$ cat src/sva_pkg.sv
package sva_pkg;

  localparam int OP_W    = 3;
  localparam int NOTE_W  = 7;
  localparam int VEL_W   = 7;
  localparam int SLEN_W  = 20;
  localparam int KIND_W  = 2;
  localparam int VOICE_W = 4;
  localparam int POS_W   = 20;
  localparam int GAIN_W  = 7;

  typedef enum logic [OP_W-1:0] {
    OP_TICK      = 3'd0,
    OP_NOTE_ON   = 3'd1,
    OP_LOAD      = 3'd2,
    OP_CLEAR     = 3'd3,
    OP_STOP_ALL  = 3'd4
  } op_t;

  typedef enum logic [KIND_W-1:0] {
    KIND_REPORT   = 2'd0,
    KIND_ACCEPTED = 2'd1,
    KIND_IGNORED  = 2'd2,
    KIND_DONE     = 2'd3
  } kind_t;

  typedef enum logic [2:0] {
    OUT_NONE,
    OUT_REPORT,
    OUT_ACCEPT,
    OUT_IGNORE,
    OUT_DONE
  } out_sel_t;

  typedef struct packed {
    logic [OP_W-1:0]   op;
    logic [NOTE_W-1:0] note;
    logic [VEL_W-1:0]  velocity;
    logic [SLEN_W-1:0] sample_length;
  } in_item_t;

  typedef struct packed {
    logic [KIND_W-1:0]  kind;
    logic [VOICE_W-1:0] voice;
    logic               playing;
    logic [NOTE_W-1:0]  voice_note;
    logic [POS_W-1:0]   position;
    logic [GAIN_W-1:0]  gain;
    logic               last;
  } out_item_t;

  // Commands from the controller to the datapath.
  typedef struct packed {
    logic     load_item;
    logic     idx_inc;
    logic     idx_clr;
    logic     latch_voice;
    logic     tick_commit;
    logic     set_slot;
    logic     note_commit;
    logic     apply;
    out_sel_t out_sel;
  } cmd_t;

  // Status from the datapath to the controller.
  typedef struct packed {
    logic [OP_W-1:0] op;
    logic            note_ok;
    logic            idx_last;
    logic            report;
    logic            active_idx;
    logic            match;
    logic            out_free;
  } status_t;

endpackage

$ cat src/sva_ram.sv
module sva_ram #(
  parameter int WIDTH = 8,
  parameter int DEPTH = 16
) (
  input  logic                                  clk,
  input  logic                                  we,
  input  logic [(DEPTH > 1 ? $clog2(DEPTH) : 1)-1:0] waddr,
  input  logic [WIDTH-1:0]                      wdata,
  input  logic [(DEPTH > 1 ? $clog2(DEPTH) : 1)-1:0] raddr,
  output logic [WIDTH-1:0]                      rdata
);

  logic [WIDTH-1:0] mem [DEPTH];

  always_ff @(posedge clk) begin
    if (we) begin
      mem[waddr] <= wdata;
    end
    rdata <= mem[raddr];
  end

endmodule

$ cat src/sva_ctrl.sv
module sva_ctrl (
  input  logic             clk,
  input  logic             rst,
  input  logic             item_valid,
  output logic             item_ready,
  input  sva_pkg::status_t status,
  output sva_pkg::cmd_t    cmd
);

  import sva_pkg::*;

  typedef enum logic [9:0] {
    S_IDLE     = 10'b0000000001,
    S_DISPATCH = 10'b0000000010,
    S_T_LATCH  = 10'b0000000100,
    S_T_EVAL   = 10'b0000001000,
    S_T_RD     = 10'b0000010000,
    S_N_FREE   = 10'b0000100000,
    S_N_RD     = 10'b0001000000,
    S_N_CMP    = 10'b0010000000,
    S_N_COMMIT = 10'b0100000000,
    S_RESP     = 10'b1000000000
  } state_t;

  state_t state, state_next;

  assign item_ready = (state == S_IDLE);

  always_ff @(posedge clk) begin
    if (rst) begin
      state <= S_IDLE;
    end else begin
      state <= state_next;
    end
  end

  always_comb begin
    state_next = state;
    cmd        = '0;
    cmd.out_sel = OUT_NONE;
    unique case (state)
      S_IDLE: begin
        if (item_valid) begin
          cmd.load_item = 1'b1;
          state_next    = S_DISPATCH;
        end
      end
      S_DISPATCH: begin
        priority case (status.op)
          OP_TICK:    state_next = S_T_LATCH;
          OP_NOTE_ON: state_next = status.note_ok ? S_N_FREE : S_RESP;
          OP_LOAD, OP_CLEAR, OP_STOP_ALL: begin
            cmd.apply  = 1'b1;
            state_next = S_RESP;
          end
          default:    state_next = S_IDLE;
        endcase
      end
      S_T_LATCH: begin
        cmd.latch_voice = 1'b1;
        state_next      = S_T_EVAL;
      end
      S_T_EVAL: begin
        if (!status.report || status.out_free) begin
          cmd.tick_commit = 1'b1;
          cmd.idx_inc     = 1'b1;
          if (status.report) begin
            cmd.out_sel = OUT_REPORT;
          end
          state_next = status.idx_last ? S_IDLE : S_T_RD;
        end
      end
      S_T_RD: begin
        state_next = S_T_LATCH;
      end
      S_N_FREE: begin
        if (!status.active_idx) begin
          cmd.set_slot = 1'b1;
          state_next   = S_N_COMMIT;
        end else if (status.idx_last) begin
          cmd.idx_clr = 1'b1;
          state_next  = S_N_RD;
        end else begin
          cmd.idx_inc = 1'b1;
        end
      end
      S_N_RD: begin
        state_next = S_N_CMP;
      end
      S_N_CMP: begin
        // With no voice on the same note the slot stays at voice 0.
        if (status.match) begin
          cmd.set_slot = 1'b1;
          state_next   = S_N_COMMIT;
        end else if (status.idx_last) begin
          state_next = S_N_COMMIT;
        end else begin
          cmd.idx_inc = 1'b1;
          state_next  = S_N_RD;
        end
      end
      S_N_COMMIT: begin
        if (status.out_free) begin
          cmd.note_commit = 1'b1;
          cmd.out_sel     = OUT_ACCEPT;
          state_next      = S_IDLE;
        end
      end
      S_RESP: begin
        if (status.out_free) begin
          cmd.out_sel = (status.op == OP_NOTE_ON) ? OUT_IGNORE : OUT_DONE;
          state_next  = S_IDLE;
        end
      end
      default: state_next = S_IDLE;
    endcase
  end

endmodule

$ cat src/sva_datapath.sv
module sva_datapath #(
  parameter int VOICES      = 16,
  parameter int NOTES       = 128,
  parameter int LENGTH_BITS = 20
) (
  input  logic                clk,
  input  logic                rst,
  input  sva_pkg::in_item_t   item,
  input  sva_pkg::cmd_t       cmd,
  output sva_pkg::status_t    status,
  output logic                result_valid,
  input  logic                result_ready,
  output sva_pkg::out_item_t  result
);

  import sva_pkg::*;

  localparam int IW   = VOICES > 1 ? $clog2(VOICES) : 1;
  localparam int NB   = NOTES > 1 ? $clog2(NOTES) : 1;
  localparam int LB   = LENGTH_BITS;
  localparam int VW   = NOTE_W + LB + GAIN_W;
  localparam int NREP = VOICES < 16 ? VOICES : 16;

  in_item_t         cur_item;
  logic [IW-1:0]    idx;
  logic [IW-1:0]    slot;
  logic [VOICES-1:0] active;
  logic [VOICES-1:0] written;
  logic [NOTES-1:0] loaded;

  logic             vrd_ok;
  logic [VW-1:0]    v_rdata;
  logic [VW-1:0]    vdat;
  logic [NOTE_W-1:0] vdat_note;
  logic             v_we;
  logic [IW-1:0]    v_waddr;
  logic [VW-1:0]    v_wdata;
  logic [LB-1:0]    len_rdata;

  logic [NOTE_W-1:0] cur_note;
  logic [LB-1:0]     cur_pos;
  logic [GAIN_W-1:0] cur_gain;

  logic          cur_loaded;
  logic          play;
  logic [LB-1:0] pos_w;
  logic          act_next;
  logic          report;
  logic          rep_last;
  logic          out_free;
  out_item_t     res_next;

  function automatic logic note_in_range(input logic [NOTE_W-1:0] n);
    return {1'b0, n} < 8'(NOTES);
  endfunction

  // Entries never written read as zero, which is their reset value.
  assign vdat      = vrd_ok ? v_rdata : '0;
  assign vdat_note = vdat[VW-1 -: NOTE_W];

  assign v_we    = cmd.tick_commit | cmd.note_commit;
  assign v_waddr = cmd.note_commit ? slot : idx;
  assign v_wdata = cmd.note_commit ?
                   {cur_item.note, {LB{1'b0}}, cur_item.velocity} :
                   {cur_note, pos_w, cur_gain};

  sva_ram #(.WIDTH(VW), .DEPTH(VOICES)) u_voice_ram (
    .clk   (clk),
    .we    (v_we),
    .waddr (v_waddr),
    .wdata (v_wdata),
    .raddr (idx),
    .rdata (v_rdata)
  );

  sva_ram #(.WIDTH(LB), .DEPTH(NOTES)) u_len_ram (
    .clk   (clk),
    .we    (cmd.apply && cur_item.op == OP_LOAD && note_in_range(cur_item.note)),
    .waddr (cur_item.note[NB-1:0]),
    .wdata (LB'(cur_item.sample_length)),
    .raddr (vdat_note[NB-1:0]),
    .rdata (len_rdata)
  );

  // Tick evaluation of the latched voice against its sample length.
  assign cur_loaded = note_in_range(cur_note) && loaded[cur_note[NB-1:0]];
  assign play       = active[idx] && cur_loaded && (cur_pos < len_rdata);
  assign pos_w      = play ? cur_pos + LB'(1) : cur_pos;
  assign act_next   = play && (pos_w < len_rdata);
  assign report     = 7'(idx) < 7'(NREP);
  assign rep_last   = 7'(idx) == 7'(NREP - 1);
  assign out_free   = !result_valid || result_ready;

  always_comb begin
    status.op         = cur_item.op;
    status.note_ok    = note_in_range(cur_item.note) && (cur_item.velocity != '0) &&
                        loaded[cur_item.note[NB-1:0]];
    status.idx_last   = idx == IW'(VOICES - 1);
    status.report     = report;
    status.active_idx = active[idx];
    status.match      = vdat_note == cur_item.note;
    status.out_free   = out_free;
  end

  always_comb begin
    res_next = '0;
    res_next.last = 1'b1;
    unique case (cmd.out_sel)
      OUT_REPORT: begin
        res_next.kind       = KIND_REPORT;
        res_next.voice      = VOICE_W'(idx);
        res_next.playing    = play;
        res_next.voice_note = cur_note;
        res_next.position   = POS_W'(cur_pos);
        res_next.gain       = cur_gain;
        res_next.last       = rep_last;
      end
      OUT_ACCEPT: begin
        res_next.kind       = KIND_ACCEPTED;
        res_next.voice      = VOICE_W'(slot);
        res_next.voice_note = cur_item.note;
        res_next.gain       = cur_item.velocity;
      end
      OUT_IGNORE: res_next.kind = KIND_IGNORED;
      OUT_DONE:   res_next.kind = KIND_DONE;
      default:    res_next.kind = KIND_REPORT;
    endcase
  end

  always_ff @(posedge clk) begin
    if (rst) begin
      active       <= '0;
      written      <= '0;
      loaded       <= '0;
      result_valid <= 1'b0;
      idx          <= '0;
      slot         <= '0;
      vrd_ok       <= 1'b0;
    end else begin
      vrd_ok <= written[idx];

      if (cmd.load_item || cmd.idx_clr) begin
        idx <= '0;
      end else if (cmd.idx_inc) begin
        idx <= idx + IW'(1);
      end

      if (cmd.load_item) begin
        slot <= '0;
      end else if (cmd.set_slot) begin
        slot <= idx;
      end

      if (cmd.tick_commit) begin
        active[idx]  <= act_next;
        written[idx] <= 1'b1;
      end
      if (cmd.note_commit) begin
        active[slot]  <= 1'b1;
        written[slot] <= 1'b1;
      end

      if (cmd.apply) begin
        priority case (cur_item.op)
          OP_LOAD: begin
            if (note_in_range(cur_item.note)) begin
              loaded[cur_item.note[NB-1:0]] <= 1'b1;
            end
          end
          OP_CLEAR: begin
            if (note_in_range(cur_item.note)) begin
              loaded[cur_item.note[NB-1:0]] <= 1'b0;
            end
          end
          OP_STOP_ALL: active <= '0;
          default: ;
        endcase
      end

      if (cmd.out_sel != OUT_NONE) begin
        result_valid <= 1'b1;
      end else if (result_ready) begin
        result_valid <= 1'b0;
      end
    end
  end

  always_ff @(posedge clk) begin
    if (cmd.load_item) begin
      cur_item <= item;
    end
    if (cmd.latch_voice) begin
      cur_note <= vdat_note;
      cur_pos  <= vdat[GAIN_W +: LB];
      cur_gain <= vdat[GAIN_W-1:0];
    end
    if (cmd.out_sel != OUT_NONE) begin
      result <= res_next;
    end
  end

endmodule

$ cat src/sample_voice_allocator.sv
// Tick: a dispatch step, then for each voice slot a read, a latch with length lookup,
// and an update with report; a reporting update waits while the last result is not taken.
// Note-on: a free-voice scan over the voices; if none is free, a note-match scan
// through the voice table port, with a read and a compare step per voice.
// Load, clear and stop are applied at dispatch. One item is in work at a time.
// Reset clears voice activity, loaded flags and voice entry valid bits at once.
module sample_voice_allocator #(
  parameter int VOICES      = 16,
  parameter int NOTES       = 128,
  parameter int LENGTH_BITS = 20
) (
  input  logic               clk,
  input  logic               rst,
  input  logic               item_valid,
  output logic               item_ready,
  input  sva_pkg::in_item_t  item,
  output logic               result_valid,
  input  logic               result_ready,
  output sva_pkg::out_item_t result
);

  import sva_pkg::*;

  cmd_t    cmd;
  status_t status;

  sva_ctrl u_ctrl (
    .clk        (clk),
    .rst        (rst),
    .item_valid (item_valid),
    .item_ready (item_ready),
    .status     (status),
    .cmd        (cmd)
  );

  sva_datapath #(
    .VOICES      (VOICES),
    .NOTES       (NOTES),
    .LENGTH_BITS (LENGTH_BITS)
  ) u_datapath (
    .clk          (clk),
    .rst          (rst),
    .item         (item),
    .cmd          (cmd),
    .status       (status),
    .result_valid (result_valid),
    .result_ready (result_ready),
    .result       (result)
  );

endmodule
$ cat config.mk
export PLATFORM = sky130hd
export DESIGN_NAME = sample_voice_allocator
export DESIGN_NICKNAME = d
export VERILOG_FILES = /design/src/sva_pkg.sv /design/src/sva_ram.sv /design/src/sva_ctrl.sv /design/src/sva_datapath.sv /design/src/sample_voice_allocator.sv
export SDC_FILE = /design/constraint.sdc
export NUM_CORES = 2
export LEC_CHECK = 0
export ABC_AREA = 0
export BUFFER_PORTS_ARGS = -buffer_cell sky130_fd_sc_hd__buf_2
export CORE_AREA = 2 2 739 741
export CTS_CLUSTER_SIZE = 16
export DETAILED_ROUTE_END_ITERATION = 10
export DIE_AREA = 0 0 741 743
export PLACE_DENSITY = 0.49
export SLEW_MARGIN = 15
export SYNTH_ARGS = -nofsm -noshare
export SYNTH_HDL_FRONTEND = slang
export SYNTH_HIERARCHICAL = 1
export SYNTH_SLANG_ARGS = --single-unit
$ cat constraint.sdc
create_clock -name clk -period 18.94 [get_ports clk]
set_clock_uncertainty 0.2 [all_clocks]
set_input_delay 3.788 -clock clk [delete_from_list [all_inputs] [get_ports clk]]
set_output_delay 3.788 -clock clk [all_outputs]
set_load 0.1 [all_outputs]
Word-level counts from Yosys, hierarchy flattened

Memories as Yosys holds them, arrays and structs flattened. A register that Yosys moved wholly into a read port is not among the register bits.
Index checks and enable logic that the tools add are counted.

$add $sub $neg: 2
Order comparisons: 9
Eq/ne operators: 24
Muxes and demuxes: 71
Bitwise logic cells: 7
Reductions and logical operators: 22

Operator list:

| operator                | count |
|---|---|
| $pmux W128 S2           | 1 |
| $and A128 B128 Y128     | 1 |
| $mux W16                | 8 |
| $not A128 Y128          | 1 |
| $or A128 B128 Y128      | 1 |
| $pmux W10 S9            | 1 |
| $mux W10                | 7 |
| $mux W34                | 2 |
| $or A16 B16 Y16         | 3 |
| $lt A20 B20 Y1          | 2 |
| $pmux W10 S3            | 1 |
| $mux W1                 | 28 |
| $pmux W7 S2             | 2 |
| $add A20 B1 Y20 const B | 1 |
| $mux W20                | 1 |
| $bwmux W16              | 1 |
| $lt A7 B8 Y1 const B    | 2 |
| $bmux W1 S7             | 2 |
| $eq A3 B2 Y1 const B    | 4 |
| $eq A10 B1 Y1 const B   | 1 |
| $eq A10 B10 Y1 const B  | 1 |
| $eq A10 B2 Y1 const B   | 1 |
| $eq A10 B3 Y1 const B   | 1 |
| $eq A10 B4 Y1 const B   | 1 |
| other kinds (41)        | 61 |

Register bits: 293
RAM bits: 3,104
Input port bits: 41
Output and inout port bits: 44
Logic and storage cells: 159
Memories: 2

Memory list:

| memory                     | words | bits a word | read ports | clocked after Yosys merged registers in | write ports | RTL line      | source |
|---|---|---|---|---|---|---|---|
| u_datapath.u_len_ram.mem   | 128   | 20          | 1          | 1                                       | 1           | sva_ram.sv:13 | `logic [WIDTH-1:0] mem [DEPTH];` |
| u_datapath.u_voice_ram.mem | 16    | 34          | 1          | 1                                       | 1           | sva_ram.sv:13 |  |

Logic depth before layout (Yosys ltp)

Word-level depth: 14
Mapped depth: 23
Mapped depth without buffers: 18

Modules after synthesis

The synthesis kept the hierarchy.

By module, submodules not included:

| module                            | times used | cells each | area an instance (sq um) | sequential area each (sq um) |
|---|---|---|---|---|
| sva_ram at u_datapath.u_len_ram   | 1          | 3,812      | 97,956.4                 | 77,274.1 |
| sva_ram at u_datapath.u_voice_ram | 1          | 888        | 21,076.5                 | 17,016.3 |
| sva_datapath                      | 1          | 1,521      | 15,384.8                 | 6,796.5 |
| sva_ctrl                          | 1          | 107        | 817.0                    | 200.2 |

Worst setup path after synthesis

OpenSTA, ideal clock, no wires.

Path type: input-to-reg
From: input port result_ready
To: memory u_datapath/u_voice_ram/mem[0][0] in the netlist's numbering (enable)
Library setup time: 0.467 ns
Data arrival time: 7.940 ns
Required time: 18.273 ns
Path slack: 10.333 ns
Stages on the path: 9
Path buffers: 3
Path through: nand2b_1 -> buf_4 -> nand2_1 -> nor2_1 -> buf_1 -> clkbuf_1 -> o21ai_0 -> or3b_2 -> nor3_1

RTL lines:

| item            | RTL line                     | source |
|---|---|---|
| start, declared | sample_voice_allocator.sv:18 | `input logic result_ready,` |
| end, declared   | sva_ram.sv:13                |  |

Final worst setup path

From: register u_ctrl.state[6]
To: output port item_ready

Cells in the longest elaborated chain, start to end: 1

RTL lines:

| item                   | RTL line                     | source |
|---|---|---|
| start, declared        | sva_ctrl.sv:25               | `state_t state, state_next;` |
| start signal, assigned | sva_ctrl.sv:33               | `state <= state_next;` |
| $eq A10 B1 Y1          | sva_ctrl.sv:27               | `assign item_ready = (state == S_IDLE);` |
| end, declared          | sample_voice_allocator.sv:15 | `output logic item_ready,` |

No other way between the ends.

==> results.toml <==
[status]
outcome = "completed"

[timing]
post-route-min-period_ns = 6.78
worst_slack_ns = 12.16
whs_ns = 0.262
fin_crit_sh_pct = 35.8
rsz0062_at_grt = "false"
fin_setup_tns_ns = 0
maxClockFrequency_mhz = 147
setup_viol = 0
tightest_slew_ns = 1.17
maxSlewViolCount = 0
finalHoldViolCount = 0
max_slew_margin_pct = 21.7

[yosys]
synth_most_common_cell = "edfxtp_1"
synth-edff-count = 3217
ys_async_sr_fraction_pct = 0
synth_fp_nets = 6412
ys_warn_count = 6
synth_cell_type_count = 81
netlist_area_sq_mm = 0.135
synth_seq_cells = 3451
synth_seq_area_share_pct = 74.9
syn_inst = 6328
synth_common_cells = "edfxtp_1, mux4_2, clkbuf_1"
avgSynthCellArea_sq_um = 21.4
synth_top_area_cell = "edfxtp_1"
synth_area_leaders = "edfxtp_1, mux4_2, dfxtp_1"
ys.flop_type = "edfxtp_1"
synth_top_cell_area_share_pct = 71.4

[critical_path]
crit_buf_inv = 1
cp.arrival_ns = 2.79
crit_fanout = 8
cp-end-kind = "output port"
cp_slowest_cell = "nor4b_1"
cp_top_family = "simple AND/OR/NAND/NOR gates"
max_stage_delay_ns = 0.54
path_cells = "or3_4 -> nor4b_1 -> buf_2"
required_ns = 14.95
cp-start-kind = "flop"
critPathKind = "flop to output port"

[placed_design]
hpwl_mm = 215
placed_cell_area_sq_mm = 0.146
numPortBuffers = 84
place_ws_ns = 11.38
place_congestion = 0.800

[pwr]
powerDensity_mw_per_mm2 = 101
power.switching_mw = 3.28
internal_power_mw = 12.6
switching_share_pct = 20.7
clkPwrFrac_pct = 45.7
p_leak_nw = 46.5
combPwrFrac_pct = 1.7
ir_drop_mv = 0.0794
seqPwrFrac_pct = 52.7

[detailed_routing]
drt_iter0_markers = 7651
wire_per_inst_microns = 26.5
vias = 66654
drt-vias-per-instance = 4.71
drc_errors = 0
wl_mm = 376
drtPass1Iterations = 6
antenna_left = 0

[die]
die_w_microns = 741
fp-row-count = 271
ios = 85
fp.dieArea_sq_mm = 0.551
fp.coreArea_sq_mm = 0.543
start_util_pct = 24.9
die_h_microns = 743

[clock_network]
clkTransAtPathRegs_ns = 0.06
clock_latency_ns = 0.95
numClockSinks = 3451
htreeDepth = 5
post_cts_buffers = 0
cts-buffers-inserted = 369
cts_hold_buf = 0
clockRootBuffer = "clkbuf_16"
cts_tree = "yes"
cts_buffer_depth = 4
ctsResizeCount = 0

[run]
drv_cap = 0

[global_routing]
grt_pass1_vias = 68209
grt_util_all_layers_pct = 13.3
grt_max_degree = 118
grt_pass1_wl_mm = 528
antenna_found_initial = 29
overflow = 0

[finish]
postLayoutCoreUtil_pct = 29.1
multi_input_area_sq_mm = 0.0327
area.sequential_sq_mm = 0.101
finalNetCount = 6699
final_area_sq_mm = 0.158
final.fill_count = 52664
drive_gt1_share_pct = 30.7
area_growth_pct = 16.6

[min_path]
min_path_type = "flop to flop"
-- cell families after synthesis --
| logic type | Yosys count | synth area share, % |
|---|---|---|
| other | 1 | 0.00277 |
| adders and majority gates | 43 | 0.398 |
| and+or+nand+nor | 710 | 2.61 |
| AOI/OAI and AO/OA | 542 | 2.71 |
| xor gates and xnor gates | 20 | 0.130 |
| muxes | 1111 | 17.8 |
| buffers and inverters | 450 | 1.49 |
| DFF | 3451 | 74.9 |
-- stage by stage --
| step | std cells | power (mW) |
|---|---|---|
| finish | 14164 | 15.9 |
| global route | 14157 | 16.3 |
| CTS | 14156 | 16.0 |
| detailed placement | 13478 | 8.79 |
| global placement | 13475 | 8.77 |
| floorplan | 6328 | 8.65 |
-- path summary, 6_finish.rpt --
| kind | start | endpoint | slack [ns] | depth (start not counted) |
|---|---|---|---|---|
| setup / recovery | u_ctrl/state[6] | item_ready | 12.16 | 3 |
| setup reg to reg | u_datapath/u_len_ram/rdata[3] | u_datapath/active[6] | 12.59 | 17 |
| hold / removal | u_datapath/written[13] | u_datapath/written[13] | 0.26 | 2 |
| hold reg to reg | u_datapath/written[13] | u_datapath/written[13] | 0.26 | 2 |
-- layer usage --
layer  track usage (%)  vias up  routed length [microns]
li1                  -    27379                        -
met1              18.2    36524                   162000
met2              22.4     2240                   184000
met3              1.80      507                    21200
met4              3.06        4                     8550
met5                 0        -                       24
-- tightest hold or removal path, cell delays in order (launching register included) --
cell	delay, ns
dfxtp_1	0.31
inv_1	0.05
a31oi_1	0.06
-- power by group through the flow --
stage	registers, mW	logic [mW]	clock network (mW)
after global placement	8.52	0.250	0
after detailed placement	8.52	0.265	0
after global routing	8.36	0.282	7.70
after CTS	8.36	0.265	7.42
final	8.36	0.264	7.25
after floorplan	8.59	0.0608	0
-- state kept, by name, summed over array words and instances, names as in the netlist, 16 cells and up, named ones only --
register / cells
u_datapath/cur_pos: 20
u_datapath/active: 16
u_datapath/u_voice_ram/rdata: 34
u_datapath/written: 16
u_datapath/u_len_ram/rdata: 20
u_datapath/result: 42
u_datapath/u_len_ram/mem: 2560
u_datapath/u_voice_ram/mem: 544
u_datapath/cur_item: 34
-- cells in the final DEF (no fill, tap or decap), types with 21 or more instances in the layout --
master     instances
edfxtp_1        3217
mux4_2          1001
clkbuf_16        372
dfxtp_1          232
buf_4            222
a21oi_1          144
nand2_1          141
nor2_2            91
buf_2             83
a311oi_1          81
a22oi_1           80
clkinv_2          71
clkinv_1          68
nor2_1            68
clkbuf_1          67
nand3_1           59
o21ai_0           58
and2_1            54
mux2_2            53
inv_1             49
nand4_1           47
nor2_4            44
ha_1              43
nor3_1            42
bufinv_16         38
mux2i_1           38
a31oi_1           37
nor2b_1           35
o22ai_1           22
nand2b_1          21
nor3_2            21
-- area by class of cell --
| cell class | count | share of cell area [%] |
|---|---|---|
| antenna | 8 | 0.0127 |
| clock buffer | 455 | 6.20 |
| clock inverter | 223 | 1.51 |
| inverter | 50 | 0.119 |
| multi-input combinational | 2427 | 20.7 |
| sequential | 3451 | 64.2 |
| tap | 7234 | 5.74 |
| timing repair buffer | 316 | 1.47 |
No activity file was read; power rests on OpenSTA's default activity.
